`src/hw/rtl/swm2d_pkg.sv`:
```
// ----------------------------------------------------------------------------
// swm2d_pkg
// shared constants, types and helpers of the 2d sliding window maximum filter
// ----------------------------------------------------------------------------
package swm2d_pkg;

    localparam int MAX_WIDTH  = 1024;
    localparam int MAX_WIN_W  = 16;
    localparam int MAX_WIN_H  = 16;
    localparam int PIXEL_BITS = 16;

    // stored pixel width, the port carries 16 bits
    localparam int PIX_W = (PIXEL_BITS < 16) ? PIXEL_BITS : 16;

    // row window taps and line store rows, at least one of each
    localparam int RW_DEPTH = (MAX_WIN_W > 1) ? MAX_WIN_W - 1 : 1;
    localparam int LS_ROWS  = (MAX_WIN_H > 1) ? MAX_WIN_H - 1 : 1;

    localparam int COL_W = (MAX_WIDTH > 1) ? $clog2(MAX_WIDTH) : 1;
    localparam int IW_W  = $clog2(MAX_WIDTH + 1);
    localparam int WW_W  = $clog2(MAX_WIN_W + 1);
    localparam int WH_W  = $clog2(MAX_WIN_H + 1);

    localparam int CFG_IDX_W  = 2;
    localparam int CFG_DATA_W = 16;

    localparam int FIFO_DEPTH = 3;
    localparam int FIFO_PTR_W = $clog2(FIFO_DEPTH);
    localparam int FIFO_CNT_W = $clog2(FIFO_DEPTH + 1);

    typedef enum logic [CFG_IDX_W-1:0] {
        CFG_IMAGE_WIDTH  = 2'd0,
        CFG_IMAGE_HEIGHT = 2'd1,
        CFG_WIN_WIDTH    = 2'd2,
        CFG_WIN_HEIGHT   = 2'd3
    } cfg_index_t;

    typedef logic [PIX_W-1:0] pix_t;

    // one line store entry: horizontal maxima of the previous rows at a column,
    // word 0 is the row just above
    typedef logic [LS_ROWS-1:0][PIX_W-1:0] line_entry_t;

    typedef struct packed {
        logic             valid;
        logic             emit;
        logic             row_last;
        logic             frame_last;
        logic [COL_W-1:0] col;
    } stage_ctrl_t;

    typedef struct packed {
        logic [15:0] max_value;
        logic        row_last;
        logic        frame_last;
    } out_item_t;

    function automatic pix_t max2(input pix_t a, input pix_t b);
        return (a > b) ? a : b;
    endfunction

endpackage

```
`src/hw/rtl/swm2d_out_fifo.sv`:
```
// ----------------------------------------------------------------------------
// swm2d_out_fifo
// small result queue that decouples the pipeline from the receiver
// ----------------------------------------------------------------------------
module swm2d_out_fifo (
    input  logic                              aclk,
    input  logic                              aresetn,
    input  logic                              push,
    input  swm2d_pkg::out_item_t              push_item,
    input  logic                              pop,
    output swm2d_pkg::out_item_t              head,
    output logic                              not_empty,
    output logic [swm2d_pkg::FIFO_CNT_W-1:0]  count
);
    import swm2d_pkg::*;

    out_item_t               slot_reg [FIFO_DEPTH];
    logic [FIFO_PTR_W-1:0]   wr_ptr_reg;
    logic [FIFO_PTR_W-1:0]   rd_ptr_reg;
    logic [FIFO_CNT_W-1:0]   count_reg;
    logic [FIFO_PTR_W-1:0]   wr_ptr_next;
    logic [FIFO_PTR_W-1:0]   rd_ptr_next;
    logic [FIFO_CNT_W-1:0]   count_next;

    always_comb begin
        wr_ptr_next = wr_ptr_reg;
        rd_ptr_next = rd_ptr_reg;
        count_next  = count_reg;
        if (push) begin
            wr_ptr_next = (32'(wr_ptr_reg) == FIFO_DEPTH - 1) ? '0 : wr_ptr_reg + 1'b1;
        end
        if (pop) begin
            rd_ptr_next = (32'(rd_ptr_reg) == FIFO_DEPTH - 1) ? '0 : rd_ptr_reg + 1'b1;
        end
        if (push && !pop) begin
            count_next = count_reg + 1'b1;
        end else if (pop && !push) begin
            count_next = count_reg - 1'b1;
        end
    end

    always_ff @(posedge aclk) begin
        if (!aresetn) begin
            wr_ptr_reg <= '0;
            rd_ptr_reg <= '0;
            count_reg  <= '0;
        end else begin
            wr_ptr_reg <= wr_ptr_next;
            rd_ptr_reg <= rd_ptr_next;
            count_reg  <= count_next;
        end
    end

    always_ff @(posedge aclk) begin
        if (push) begin
            slot_reg[wr_ptr_reg] <= push_item;
        end
    end

    assign head      = slot_reg[rd_ptr_reg];
    assign not_empty = (count_reg != '0);
    assign count     = count_reg;

endmodule

```
`config.mk`:
```
export PLATFORM = sky130hd
export DESIGN_NAME = swm2d_out_fifo
export DESIGN_NICKNAME = d
export VERILOG_FILES = /design/src/hw/rtl/swm2d_pkg.sv /design/src/hw/rtl/swm2d_out_fifo.sv
export SDC_FILE = /design/constraint.sdc
export NUM_CORES = 1
export LEC_CHECK = 0
export BUFFER_PORTS_ARGS = -buffer_cell sky130_fd_sc_hd__buf_2
export CAP_MARGIN = 25
export CELL_PAD_IN_SITES_DETAIL_PLACEMENT = 1
export CELL_PAD_IN_SITES_GLOBAL_PLACEMENT = 1
export CORE_ASPECT_RATIO = 0.75
export CORE_MARGIN = 4
export CORE_UTILIZATION = 48
export DETAILED_ROUTE_END_ITERATION = 7
export PLACE_DENSITY_LB_ADDON = 0.1
export RECOVER_POWER = 50
export SLEW_MARGIN = 25
export SYNTH_ARGS = -nofsm -noshare
export SYNTH_HDL_FRONTEND = slang
export SYNTH_SLANG_ARGS = --single-unit
```
`constraint.sdc`:
```
create_clock -name aclk -period 5 [get_ports aclk]
set_input_delay 0.75 -clock aclk [delete_from_list [all_inputs] [get_ports aclk]]
set_output_delay 0.75 -clock aclk [all_outputs]
set_load 0.05 [all_outputs]
```
# Word-level counts from Yosys, hierarchy flattened

Memory sizes are Yosys's and may differ from the RTL's. A register that Yosys moved wholly into a read port is not among the register bits.
Index checks and enable logic that the tools add are counted.

Bits in latches: 0
Output and inout port bits: 21
Register bits after elaboration: 6
Logic and storage cells: 24
Memory bits (writable): 54
Memory bits (read-only): 0
Memories: 1
Input port bits: 22

Memories:

| name     | words | bits a word | read ports | clocked after Yosys merged registers in | write ports | RTL line             | text |
|---|---|---|---|---|---|---|---|
| slot_reg | 3     | 18          | 1          | 1                                       | 1           | swm2d_out_fifo.sv:17 | `out_item_t slot_reg [FIFO_DEPTH];` |

Equality and inequality tests: 2
Mux-type cells: 8
Order comparisons: 0
Reduce and logical (&&, ||, !) cells: 6
$add $sub $neg: 4
Multiply operators: 0
Shifts and indexed selects: 0
Div/mod/pow operators: 0
Bitwise operators: 0

Operators with widths:

| operator                                          | count |
|---|---|
| two-way mux 2 bit                                 | 6 |
| adder 2 x 1 -> 2 bit (second input constant)      | 3 |
| equality test 2 bit (second input constant)       | 2 |
| nonzero test 2 bit                                | 2 |
| logical AND 1 bit                                 | 2 |
| zero test 1 bit                                   | 2 |
| two-way mux 1 bit                                 | 2 |
| subtractor 2 x 1 -> 2 bit (second input constant) | 1 |

# Longest topological paths before layout

Depth in word-level cells: 4
Gate-level depth with buffers: 5
Depth with buffers taken out: 5

# Worst setup path before layout

No wires, ideal clock.

Kind: reg2out
From: reg with a tool-made name
To: out head[10] (netlist name)
Path buffers: 2
Required time: 4250 ps
Path slack: 2826 ps
Cell stages (with the launch flop): 5
Arrival: 1424 ps
Cells stage by stage: dfxtp_1 > buf_4 > buf_6 > mux2i_1 > o21ai_1

RTL lines:

| item          | RTL line             | text |
|---|---|---|
| end, declared | swm2d_out_fifo.sv:11 | `output swm2d_pkg::out_item_t head,` |

==> reports/metrics.yaml <==
cells_and_area:
  fin_cells: 254
  register_area_um2: 1780
  largest_reg_flops: 54
  insertedDiodeCount: 0
  design_area_um2: 2700
  multi_input_comb_area_um2: 505
  fill_cells: 455
  final_nets: 216
  syn_to_final_growth_pct: 16.5
  layout-drive-gt1-share_pct: 18.3
critical_path:
  r2r-start: "wr_ptr_reg[0]$_SDFFE_PN0P_"
  cp_max_fo: 18
  critPathKind: "reg -> out"
  cp.arrival_ns: 1.65
  worstPathRequired_ns: 4.25
  cp-start-kind: "flop"
  end_kind: "primary output"
timing:
  tightestPinTransition_ns: 1.62
  finalHoldViolCount: 0
  grt_setup_unrepaired: "no"
  clock.fmax_mhz: 416
  slew_viol_final: 20
  maxSlewHeadroom_pct: -8.60
  skew_ns: 0.00511
  period_share_pct: 48.0
  period_minus_slack_ns: 2.40
  holdWs_ns: 0.543
  final.setup.tns_ns: 0
  setup_viol: 0
placement:
  gp_congestion: 0.637
  dpl.cell_count: 239
  portBuffers: 42
  dpl.hpwl_um: 2950
  dpl-instance-area_um2: 2570
yosys:
  yosysTopAreaCellShare_pct: 70.0
  syn_nets: 169
  synth.top_cells.by_count: "edfxtp_1 (54), nand2_1 (21), mux2i_1 (18), o21ai_1 (18), dfxtp_1 (8)"
  synth_top_area_cell: "edfxtp_1"
  synth_top_cells_by_area: "edfxtp_1 (70%), mux2i_1 (7.8%), dfxtp_1 (6.9%)"
  ys_types: 23
  synthArstFlopShare_pct: 0
  netlist_instances: 146
  synth.most_common_cell: "edfxtp_1"
  yosys_register_bits: 62
  syn_area_per_cell_um2: 15.9
  ys.warnings.count: 0
  synthFlopType: "edfxtp_1"
  syn_area_um2: 2320
  synth_edf_count: 54
  yosysSeqAreaShare_pct: 76.9
run_status:
  outcome: "complete, but fails checks"
  violations: "capacitance limit, slew limit"
floorplan:
  start_util_pct: 50.7
  fp.dieH_um: 68.2
  core_region_area_um2: 4570
  die_area_um2: 6010
  pin_count: 43
  rows: 21
  dieWidth_um: 88.2
grt:
  grt_pass1_wl_um: 6880
  grtUsageTotal_pct: 16.5
  antenna_found_initial: 0
  grt_max_degree: 37
  grt_pass1_vias: 1394
  grt_overflow: 0
detailed_routing:
  vias_per_cell: 5.20
  initialDrtViolationCount: 57
  routedWlPerCell_um: 17.4
  drcViolationCount: 0
  routed_wl_um: 4420
  antenna_left: 0
  via_count: 1321
  dr.pass1.iters: 4
cts:
  cts_buffers: 9
  clock_path_buffers: 2
  postCtsHoldBufs: 0
  cts_sinks: 62
  clkLatencyLatePin_ns: 0.33
  cts.repair.resized: 0
  cts_tree: "yes"
  cts_max_level: 3
  post_cts_buffers: 0
  clockRootBuffer: "clkbuf_8"
  clkTransAtPathRegs_ns: 0.06
power_and_ir_drop:
  irDropWorstVdd_mv: 0.231
  power_leakage_nw: 0.919
  power.total_w: 0.00111
  power.density_nw_per_um2: 412
min_path:
  hold_start: "count[1]$_SDFFE_PN0P_"
  hp-class: "reg -> reg"
flow_run:
  drv_cap: 1
==> worst max-delay path, cell delays in order (launching register included) <==
cell	delay [ns]
dfxtp_2	0.70
mux2i_1	0.16
o21ai_1	0.17
buf_2	0.29
==> report_power, final <==
group          internal (W)  total [W]  switching, W
clock network      0.000173   0.000341      0.000168
registers          0.000590   0.000610     0.0000198
logic             0.0000410   0.000160      0.000119
==> metal layers <==
layer | GRT usage (%) | part of all wire, %
met2 | 26.9 | 51
met5 | 0 | 0
met1 | 18.8 | 41
met3 | 8.54 | 6.9
met4 | 6.23 | 1.4
==> worst paths after layout <==
kind / endpoint / depth (start not counted) / slack (ns)
max reg2reg: slot_reg[1][16]$_DFFE_PP_ / 2 / 2.80
min: count[1]$_SDFFE_PN0P_ / 2 / 0.54
max: head[10] / 3 / 2.60
min reg2reg: count[1]$_SDFFE_PN0P_ / 2 / 0.54
==> cells in the final DEF, fill, tap and decap left out, types with 2 or more instances in the layout <==
cell / count
a21boi_0: 2
buf_2: 22
clkbuf_1: 23
clkbuf_8: 9
clkinv_1: 2
dfxtp_1: 6
dfxtp_2: 2
edfxtp_1: 54
mux2i_1: 18
nand2_1: 21
nor2b_1: 3
o21a_1: 3
o21ai_1: 18
==> per-stage QoR <==
stage / util [%] / setup slack [ns]
floorplan: - / 2.83
global placement: 56.2 / 2.51
detailed placement: 56.3 / 2.77
CTS: 59.5 / 2.56
global route: 59.0 / 2.41
finish: 59.0 / 2.60
==> final cells by class <==
| class | instances | area share (%) |
|---|---|---|
| flip-flops and latches | 62 | 66.1 |
| multi-input cells | 77 | 18.7 |
| repair buffers | 42 | 6.86 |
| clock buffers | 12 | 5.01 |
| well taps | 57 | 2.64 |
| clock inverters | 3 | 0.464 |
| inverters | 1 | 0.139 |
==> kinds of logic after synthesis <==
group	synth area share, %
AOI/OAI and AO/OA	5.73
xor gates and xnor gates	0.756
buffers and inverters	1.84
DFF	76.9
muxes	7.78
and+or+nand+nor	6.43
adders and majority gates	0.540
(Power assumes the default switching activity.)
