--- src/hw/rtl/swm2d_pkg.sv ---
// ----------------------------------------------------------------------------
// swm2d_pkg
// shared constants, types and helpers of the 2d sliding window maximum filter
// ----------------------------------------------------------------------------
package swm2d_pkg;

    localparam int MAX_WIDTH  = 1024;
    localparam int MAX_WIN_W  = 16;
    localparam int MAX_WIN_H  = 16;
    localparam int PIXEL_BITS = 16;

    // stored pixel width, the port carries 16 bits
    localparam int PIX_W = (PIXEL_BITS < 16) ? PIXEL_BITS : 16;

    // row window taps and line store rows, at least one of each
    localparam int RW_DEPTH = (MAX_WIN_W > 1) ? MAX_WIN_W - 1 : 1;
    localparam int LS_ROWS  = (MAX_WIN_H > 1) ? MAX_WIN_H - 1 : 1;

    localparam int COL_W = (MAX_WIDTH > 1) ? $clog2(MAX_WIDTH) : 1;
    localparam int IW_W  = $clog2(MAX_WIDTH + 1);
    localparam int WW_W  = $clog2(MAX_WIN_W + 1);
    localparam int WH_W  = $clog2(MAX_WIN_H + 1);

    localparam int CFG_IDX_W  = 2;
    localparam int CFG_DATA_W = 16;

    localparam int FIFO_DEPTH = 3;
    localparam int FIFO_PTR_W = $clog2(FIFO_DEPTH);
    localparam int FIFO_CNT_W = $clog2(FIFO_DEPTH + 1);

    typedef enum logic [CFG_IDX_W-1:0] {
        CFG_IMAGE_WIDTH  = 2'd0,
        CFG_IMAGE_HEIGHT = 2'd1,
        CFG_WIN_WIDTH    = 2'd2,
        CFG_WIN_HEIGHT   = 2'd3
    } cfg_index_t;

    typedef logic [PIX_W-1:0] pix_t;

    // one line store entry: horizontal maxima of the previous rows at a column,
    // word 0 is the row just above
    typedef logic [LS_ROWS-1:0][PIX_W-1:0] line_entry_t;

    typedef struct packed {
        logic             valid;
        logic             emit;
        logic             row_last;
        logic             frame_last;
        logic [COL_W-1:0] col;
    } stage_ctrl_t;

    typedef struct packed {
        logic [15:0] max_value;
        logic        row_last;
        logic        frame_last;
    } out_item_t;

    function automatic pix_t max2(input pix_t a, input pix_t b);
        return (a > b) ? a : b;
    endfunction

endpackage

--- src/hw/rtl/swm2d_hmax.sv ---
// ----------------------------------------------------------------------------
// swm2d_hmax
// row window shift line and horizontal maximum over the last win_width pixels
// ----------------------------------------------------------------------------
module swm2d_hmax (
    input  logic                         aclk,
    input  logic                         shift_en,
    input  swm2d_pkg::pix_t              pixel,
    input  logic [swm2d_pkg::WW_W-1:0]   win_width,
    output swm2d_pkg::pix_t              hmax
);
    import swm2d_pkg::*;

    localparam int N  = RW_DEPTH + 1;
    localparam int TN = 2 ** $clog2(N);

    pix_t window_reg [RW_DEPTH];
    pix_t node       [2*TN];

    always_ff @(posedge aclk) begin
        if (shift_en) begin
            window_reg[0] <= pixel;
            for (int k = 1; k < RW_DEPTH; k++) begin
                window_reg[k] <= window_reg[k-1];
            end
        end
    end

    // balanced max tree, leaves outside the window read as zero
    always_comb begin
        for (int i = 0; i < 2*TN; i++) begin
            node[i] = '0;
        end
        node[TN] = pixel;
        for (int k = 0; k < RW_DEPTH; k++) begin
            node[TN+1+k] = (32'(k) + 32'd1 < 32'(win_width)) ? window_reg[k] : '0;
        end
        for (int i = TN - 1; i >= 1; i--) begin
            node[i] = max2(node[2*i], node[2*i+1]);
        end
        hmax = node[1];
    end

endmodule

--- config.mk ---
export PLATFORM = sky130hd
export DESIGN_NAME = swm2d_hmax
export DESIGN_NICKNAME = d
export VERILOG_FILES = /design/src/hw/rtl/swm2d_pkg.sv /design/src/hw/rtl/swm2d_hmax.sv
export SDC_FILE = /design/constraint.sdc
export NUM_CORES = 1
export LEC_CHECK = 0
export ABC_AREA = 1
export BUFFER_PORTS_ARGS = -buffer_cell sky130_fd_sc_hd__buf_4
export CORE_MARGIN = 2
export CORE_UTILIZATION = 45
export DETAILED_ROUTE_END_ITERATION = 7
export GPL_TIMING_DRIVEN = 1
export PLACE_DENSITY = 0.71
export SETUP_SLACK_MARGIN = 0.02
export SLEW_MARGIN = 30
export SYNTH_ARGS = -nofsm -noshare
export SYNTH_HDL_FRONTEND = slang
export SYNTH_SLANG_ARGS = --single-unit
export TNS_END_PERCENT = 30
--- constraint.sdc ---
create_clock -name aclk -period 23.7 [get_ports aclk]
set_clock_uncertainty 0.05 [all_clocks]
set_input_delay 3.555 -clock aclk [delete_from_list [all_inputs] [get_ports aclk]]
set_output_delay 3.555 -clock aclk [all_outputs]
set_load 0.01 [all_outputs]
Yosys cells after proc, flatten, opt, wreduce, memory -nomap -nowiden
Memory sizes are Yosys's and may differ from the RTL's.
Cells that the tools add are included.
{"block": "classes", "magnitude_cmp": 30, "mux": 32}
{"cell": "$mux W16", "count": 30}
{"cell": "$gt A16 B16 Y1", "count": 15}
{"cell": "$lt A4 B5 Y1 const A", "count": 8}
{"cell": "$lt A3 B5 Y1 const A", "count": 4}
{"cell": "$lt A2 B5 Y1 const A", "count": 2}
{"cell": "$lt A1 B5 Y1 const A", "count": 1}
{"cell": "$mux W1", "count": 2}
{"block": "word_totals", "ram_bits": 240, "n_memories": 1, "ff_bits": 0, "output_inout_bits": 16, "word_cells": 63}
{"memory": "window_reg", "depth": 15, "width": 16, "rd": 15, "rd_clocked_by_memory_dff": 0, "wr": 15, "line_no": "swm2d_hmax.sv:17", "source": "pix_t window_reg [RW_DEPTH];"}

Longest topological paths before layout
Gate-level depths: netlist (run 1).
{"block": "logic_depth", "word_depth": 10, "depth_mapped": 63, "depth_no_buf": 58}

Least setup slack after synthesis (run 1)
No wires, ideal clock.
{"block": "synth_path", "path_kind": "input port to output port", "startpoint": "input win_width[4] (netlist name)", "endpoint": "output hmax[10]", "path_stages": 50, "t_arrival_ps": 10925, "path_slack_ps": 9170, "cell_sequence": "buf_4 > nor2_1 > nand3_1 > nand2_4 > clkbuf_1 > nor2_1 > ha_1 > nand2_1 > nor2_1 > a211oi_1 > o221a_2 > nand2_1 > nand2_1 > inv_1 > clkbuf_1 > nand2_1 > o21ai_0 > ha_1 > [14 not listed] > nor4_1 > inv_1 > a21oi_1 > nor3_1 > nand2_4 > nand2_4 > buf_6 > nand2_1 > nand2_1 > ha_1 > nand4_1 > nor4_1 > inv_1 > o31ai_1 > clkinv_1 > clkbuf_1 > nand3_1 > nand2_1"}
{"block": "synth_via", "elab_chain_len": 10, "word_cells_on_any_way": 60, "cone_classes": "order compare (30); mux (30)"}
{"item": "start, declared", "line_no": "swm2d_hmax.sv:9", "source": "input logic [swm2d_pkg::WW_W-1:0] win_width,"}
{"item": "$lt A1 B5 Y1, or another cell as far along", "line_no": "swm2d_hmax.sv:36", "source": "node[TN+1+k] = (32'(k) + 32'd1 < 32'(win_width)) ? window_reg[k] : '0;"}
{"item": "$mux W16", "line_no": "swm2d_hmax.sv:36"}
{"item": "$gt A16 B16 Y1", "line_no": "swm2d_pkg.sv:59", "source": "return (a > b) ? a : b;"}
{"item": "$mux W16", "line_no": "swm2d_pkg.sv:59"}
{"item": "$gt A16 B16 Y1", "line_no": "swm2d_pkg.sv:59"}
{"item": "$mux W16", "line_no": "swm2d_pkg.sv:59"}
{"item": "$gt A16 B16 Y1", "line_no": "swm2d_pkg.sv:59"}
{"item": "$mux W16", "line_no": "swm2d_pkg.sv:59"}
{"item": "$gt A16 B16 Y1", "line_no": "swm2d_pkg.sv:59"}
{"item": "$mux W16 (*)", "line_no": "swm2d_pkg.sv:59"}
{"item": "end, declared", "line_no": "swm2d_hmax.sv:10", "source": "output swm2d_pkg::pix_t hmax"}
Every way passes the cells marked *; elsewhere a longest branch is shown, timed or not.

Final worst setup path (run 1)
{"block": "layout_path", "startpoint": "input win_width[4] (netlist name)", "endpoint": "output hmax[1]"}
The elaborated chain is that of the path after synthesis.

==> results of run 1 <==
synthesized netlist by cell type (3+ instances only):
cell type  instances  area (um2)
clkinv_1           3        11.3
a21oi_1           93         465
nand4_1           25         156
and2_1            17         106
nand2_4            7        78.8
o21ai_0          174         871
buf_1              3        11.3
o21bai_1           5        37.5
buf_2              6        30.0
nand3b_1           5        37.5
edfxtp_1         240        7210
nand2_1          578        2170
a31oi_1            4        25.0
inv_2              9        33.8
nor2_1           162         608
nor3_1            13        65.1
a211oi_1          21         158
nand3_1          117         586
ha_1             221        2770
o21ai_2            5        43.8
inv_1            215         807
and3_1             4        25.0
o21a_1             3        22.5
o221a_2            6        67.6
o21ai_1            7        35.0
clkbuf_1          43         161
nand2_2           19         119
final cells by class:
class	count	area share, %
multi-input combinational	1512	46.6
sequential	240	38.7
inverter	227	4.57
clock buffer	29	3.67
tap	511	3.43
timing repair buffer	41	1.73
clock inverter	20	1.31
antenna	1	0.0134
kinds of logic after synthesis:
kind of cell,Yosys count,synth area share [%]
buffers and inverters,284,6.52
adder cells (fa/ha/maj),221,16.3
AND/OR/NAND/NOR,961,24.0
AO/OA/AOI/OAI,330,10.8
flip-flops,240,42.4
where the power goes:
group | total, uW | switching (uW) | internal (uW)
sequential | 512 | 15.1 | 497
combinational | 1270 | 800 | 466
clock | 440 | 177 | 263
total | 2220 | 992 | 1230
path summary, 6_finish.rpt:
kind                           startpoint  cells after the start                          end
min reg2reg  window_reg[0][116]$_DFFE_PP_                      0   window_reg[1][4]$_DFFE_PP_
max reg2reg   window_reg[0][17]$_DFFE_PP_                      0  window_reg[0][33]$_DFFE_PP_
min          window_reg[0][116]$_DFFE_PP_                      0   window_reg[1][4]$_DFFE_PP_
max                          win_width[4]                     41                      hmax[1]
metrics by stage:
| stage | util [%] | cell area [um2] | std cells | worst slack, ns |
|---|---|---|---|---|
| floorplan | - | 17000 | 2036 | 9.17 |
| global placement | 47.3 | 17700 | 2531 | 6.89 |
| detailed placement | 47.3 | 17700 | 2531 | 6.84 |
| CTS | 49.8 | 18600 | 2580 | 6.81 |
| global route | 49.8 | 18600 | 2581 | 6.02 |
| finish | 49.8 | 18600 | 2581 | 6.86 |
layer usage:
metal / vias up / GRT usage, % / share of wire, %
met5: - / 0 / 0
li1: 6972 / - / -
met3: 122 / 2.90 / 4.7
met2: 387 / 40.7 / 49
met1: 6426 / 26.3 / 40
met4: 0 / 13.0 / 6.6
==> metrics, run 1 <==
placement row count=71; fillers=3521; # clock sinks=240; post-CTS sizing=0; Max IR drop VDD=0.118 mV; synth-to-layout area growth=9.65%; Register Area=7210 um2; most frequent cells in the layout=nand2_1, edfxtp_1, ha_1, inv_1, o21ai_0; Vias/cell=5.39; Hold-fix buffers, CTS=0; chip height=198 um; Critical Path RT=20.10 ns; IO Pins=39; gp weighted congestion=1.00; Die Width=198 um; drt pass-1 iters=7; grt ovf=0; H-tree depth=1; CORE AREA=37400 um2; sum of net half-perimeters after detailed placement=34800 um; Clk Latency, worst-skew pair=0.55 ns; cell mode on critical path=nand2_1; critical path's largest stage delay=0.67 ns; Synth Instances=2036; first-pass GRT wire length=69900 um; drt initial violations=868; postcts setup bufs=0; Pins Over Slew Limit=0; clk slew on worst S/H paths=0.06 ns; nets=2293; post-synthesis cell type count=51; Syn Nets=2280; total CTS buffers=27; worst min path class=reg -> reg; Syn Area/Cell=8.35 um2; initial antenna violation count=1; Routed WL=44000 um; die area=39300 um2; crit start category=primary input; vias in the first global route=13590; highest clock rate=59.4 MHz; Tmin final=16.84 ns; Setup-failing EPs final=0; setup slack, reg-to-reg=22.88 ns; CP Class=in -> out; Crit. End Element=output pin; layout cells sized above 1=6.96%; routed wire length per instance=17.1 um; Total Power=2220 uW; P per Cell Area=119 nW/um2; sequential fraction of the synthesis area=42.4%; Fin Hold WS=0.393 ns; final cycle utilization of the critical path=71.1%; Largest delay share family, worst path=simple AND/OR/NAND/NOR gates; worst relative slew slack=34.2%; CP arrival=13.24 ns; all-layer global routing usage=22.8%; Synth Flop Type=edfxtp_1; Max Root-Sink Buffers=3; Root Buffer=clkbuf_16; CP Buf/Inv Count=7; CP max FO=31; unrepaired setup endpoints after global routing=no; Post-synth EDFFs=240; Leakage=0.00868 uW; Remaining DRCs=0; Port Buffers=38; mapped cell area=17000 um2; via count=13907; CP max-delay cell=nand2_1; worst-margin pin slew=0.977 ns; setup_tns=0 ns; status=finished, final reports clean; most common cell after layout, fill and taps aside=nand2_1; CTS tree=done; Synth warnings=0; Starting Density=45.4%; Hold Vio Cnt, Final=0; max reg flops=240; Multi-input gate area=8680 um2; max-cap viol count=0; Async S/R FF share, synth=0%; Detail Route Antenna Nets=0; largest net degree at the start of global routing=94; Seq cells post-synth=240
Power figures use the tool's default switching activity.
==> inputs of run 2 (changes only) <==
==> constraint.sdc (replaced) <==
create_clock -name aclk -period 17.5 [get_ports aclk]
set_clock_uncertainty 0.05 [all_clocks]
set_input_delay 2.625 -clock aclk [delete_from_list [all_inputs] [get_ports aclk]]
set_output_delay 2.625 -clock aclk [all_outputs]
set_load 0.01 [all_outputs]
==> metrics, run 2 (synthesis gave the netlist of run 1 again) <==
highest clock rate=67.0 MHz; Setup-failing EPs final=0; worst-margin pin slew=0.923 ns; grt ovf=0; Hold Vio Cnt, Final=0; nets=2293; status=finished, final reports clean; Max Root-Sink Buffers=3; CP arrival=12.24 ns; setup_tns=0 ns; unrepaired setup endpoints after global routing=no; all-layer global routing usage=22.9%; CP max FO=31; most frequent cells in the layout=nand2_1, edfxtp_1, ha_1, inv_1, o21ai_0; # clock sinks=240; largest net degree at the start of global routing=93; final cycle utilization of the critical path=85.2%; critical path's largest stage delay=0.71 ns; Routed WL=44000 um; gp weighted congestion=1.04; n_diodes=0; H-tree depth=1; Sw Ratio=45.5%; chip height=198 um; cell mode on critical path=nand2_1; P per Cell Area=160 nW/um2; placement row count=71; drt initial violations=974; max reg flops=240; max-cap viol count=0; initial antenna violation count=1; post-CTS sizing=0; Clk Latency, worst-skew pair=0.56 ns; post-route setup slack=2.58 ns; die area=39300 um2; Vias/cell=5.39; CTS tree=done; Max IR drop VDD=0.140 mV; drt pass-1 iters=6; Remaining DRCs=0; Tmin final=14.92 ns; Crit. End Element=output pin; power share of the clock group=18.7%; postcts setup bufs=0; Pins Over Slew Limit=0; Die Width=198 um; crit start category=primary input; IO Pins=39; CP max-delay cell=o21ai_0; dpl ws=2.74 ns; layout cells sized above 1=6.86%; Comb power frac=57.9%; Critical Path RT=14.83 ns; Port Buffers=38; P_int=1620 uW; Starting Density=45.4%; sum of net half-perimeters after detailed placement=34900 um; clk slew on worst S/H paths=0.06 ns; CP Class=in -> out; Fin Hold WS=0.391 ns; via count=13916; total CTS buffers=27; worst relative slew slack=38.5%; most common cell after layout, fill and taps aside=nand2_1; CORE AREA=37400 um2; synth-to-layout area growth=9.23%; net switching power=1350 uW; Hold-fix buffers, CTS=0; routed wire length per instance=17.1 um; worst min path class=reg -> reg; Root Buffer=clkbuf_16; Detail Route Antenna Nets=0; Seq pwr share=23.3%; vias in the first global route=13619; first-pass GRT wire length=70300 um; Leakage=0.00867 uW
==> run 2: cell type report <==
type                       instances  area [um2]
inverter                         227         852
clock inverter                    21         179
fill                            3505       18800
sequential                       240        7210
tap                              511         639
clock buffer                      29         683
multi-input combinational       1512        8680
timing repair buffer              41         319
==> run 2: power by group through the flow <==
stage	clock network [uW]	registers, uW	logic, uW
6_report	557	693	1720
5_1_grt	591	697	1940
4_1_cts	569	694	1710
3_5_place_dp	0	706	1700
3_3_place_gp	0	704	1680
2_1_floorplan	0	694	1120
==> run 2: path summary, 6_finish.rpt <==
kind / startpoint / endpoint / slack (ns) / cells past startpoint
worst max register to register: window_reg[1][68]$_DFFE_PP_ / window_reg[1][84]$_DFFE_PP_ / 16.67 / 0
worst max-delay path: win_width[4] / hmax[1] / 2.58 / 45
worst min register to register: window_reg[1][26]$_DFFE_PP_ / window_reg[1][42]$_DFFE_PP_ / 0.39 / 0
worst min-delay path: window_reg[1][26]$_DFFE_PP_ / window_reg[1][42]$_DFFE_PP_ / 0.39 / 0
==> run 2: per-layer routing <==
layer | share of wire [%] | vias up | GRT usage [%]
li1 | - | 6970 | -
met1 | 40 | 6466 | 26.6
met2 | 49 | 346 | 40.6
met3 | 4.5 | 134 | 3.20
met4 | 6.3 | 0 | 12.5
met5 | 0 | - | 0
==> run 2: through the flow <==
step,std cells,cell area [um2],utilization (%),total power (uW)
2_1_floorplan,2036,17000,-,1810
3_3_place_gp,2531,17700,47.3,2390
3_5_place_dp,2531,17700,47.3,2400
4_1_cts,2581,18600,49.6,2970
5_1_grt,2581,18600,49.6,3230
6_report,2581,18600,49.6,2970
==> run 2: worst max-delay path: cells and delay by family <==
kind | cells | cell delay, ns
AO/OA/AOI/OAI | 14 | 3.06
AND/OR/NAND/NOR | 18 | 3.00
buffers and inverters | 9 | 2.11
adder cells (fa/ha/maj) | 4 | 1.38
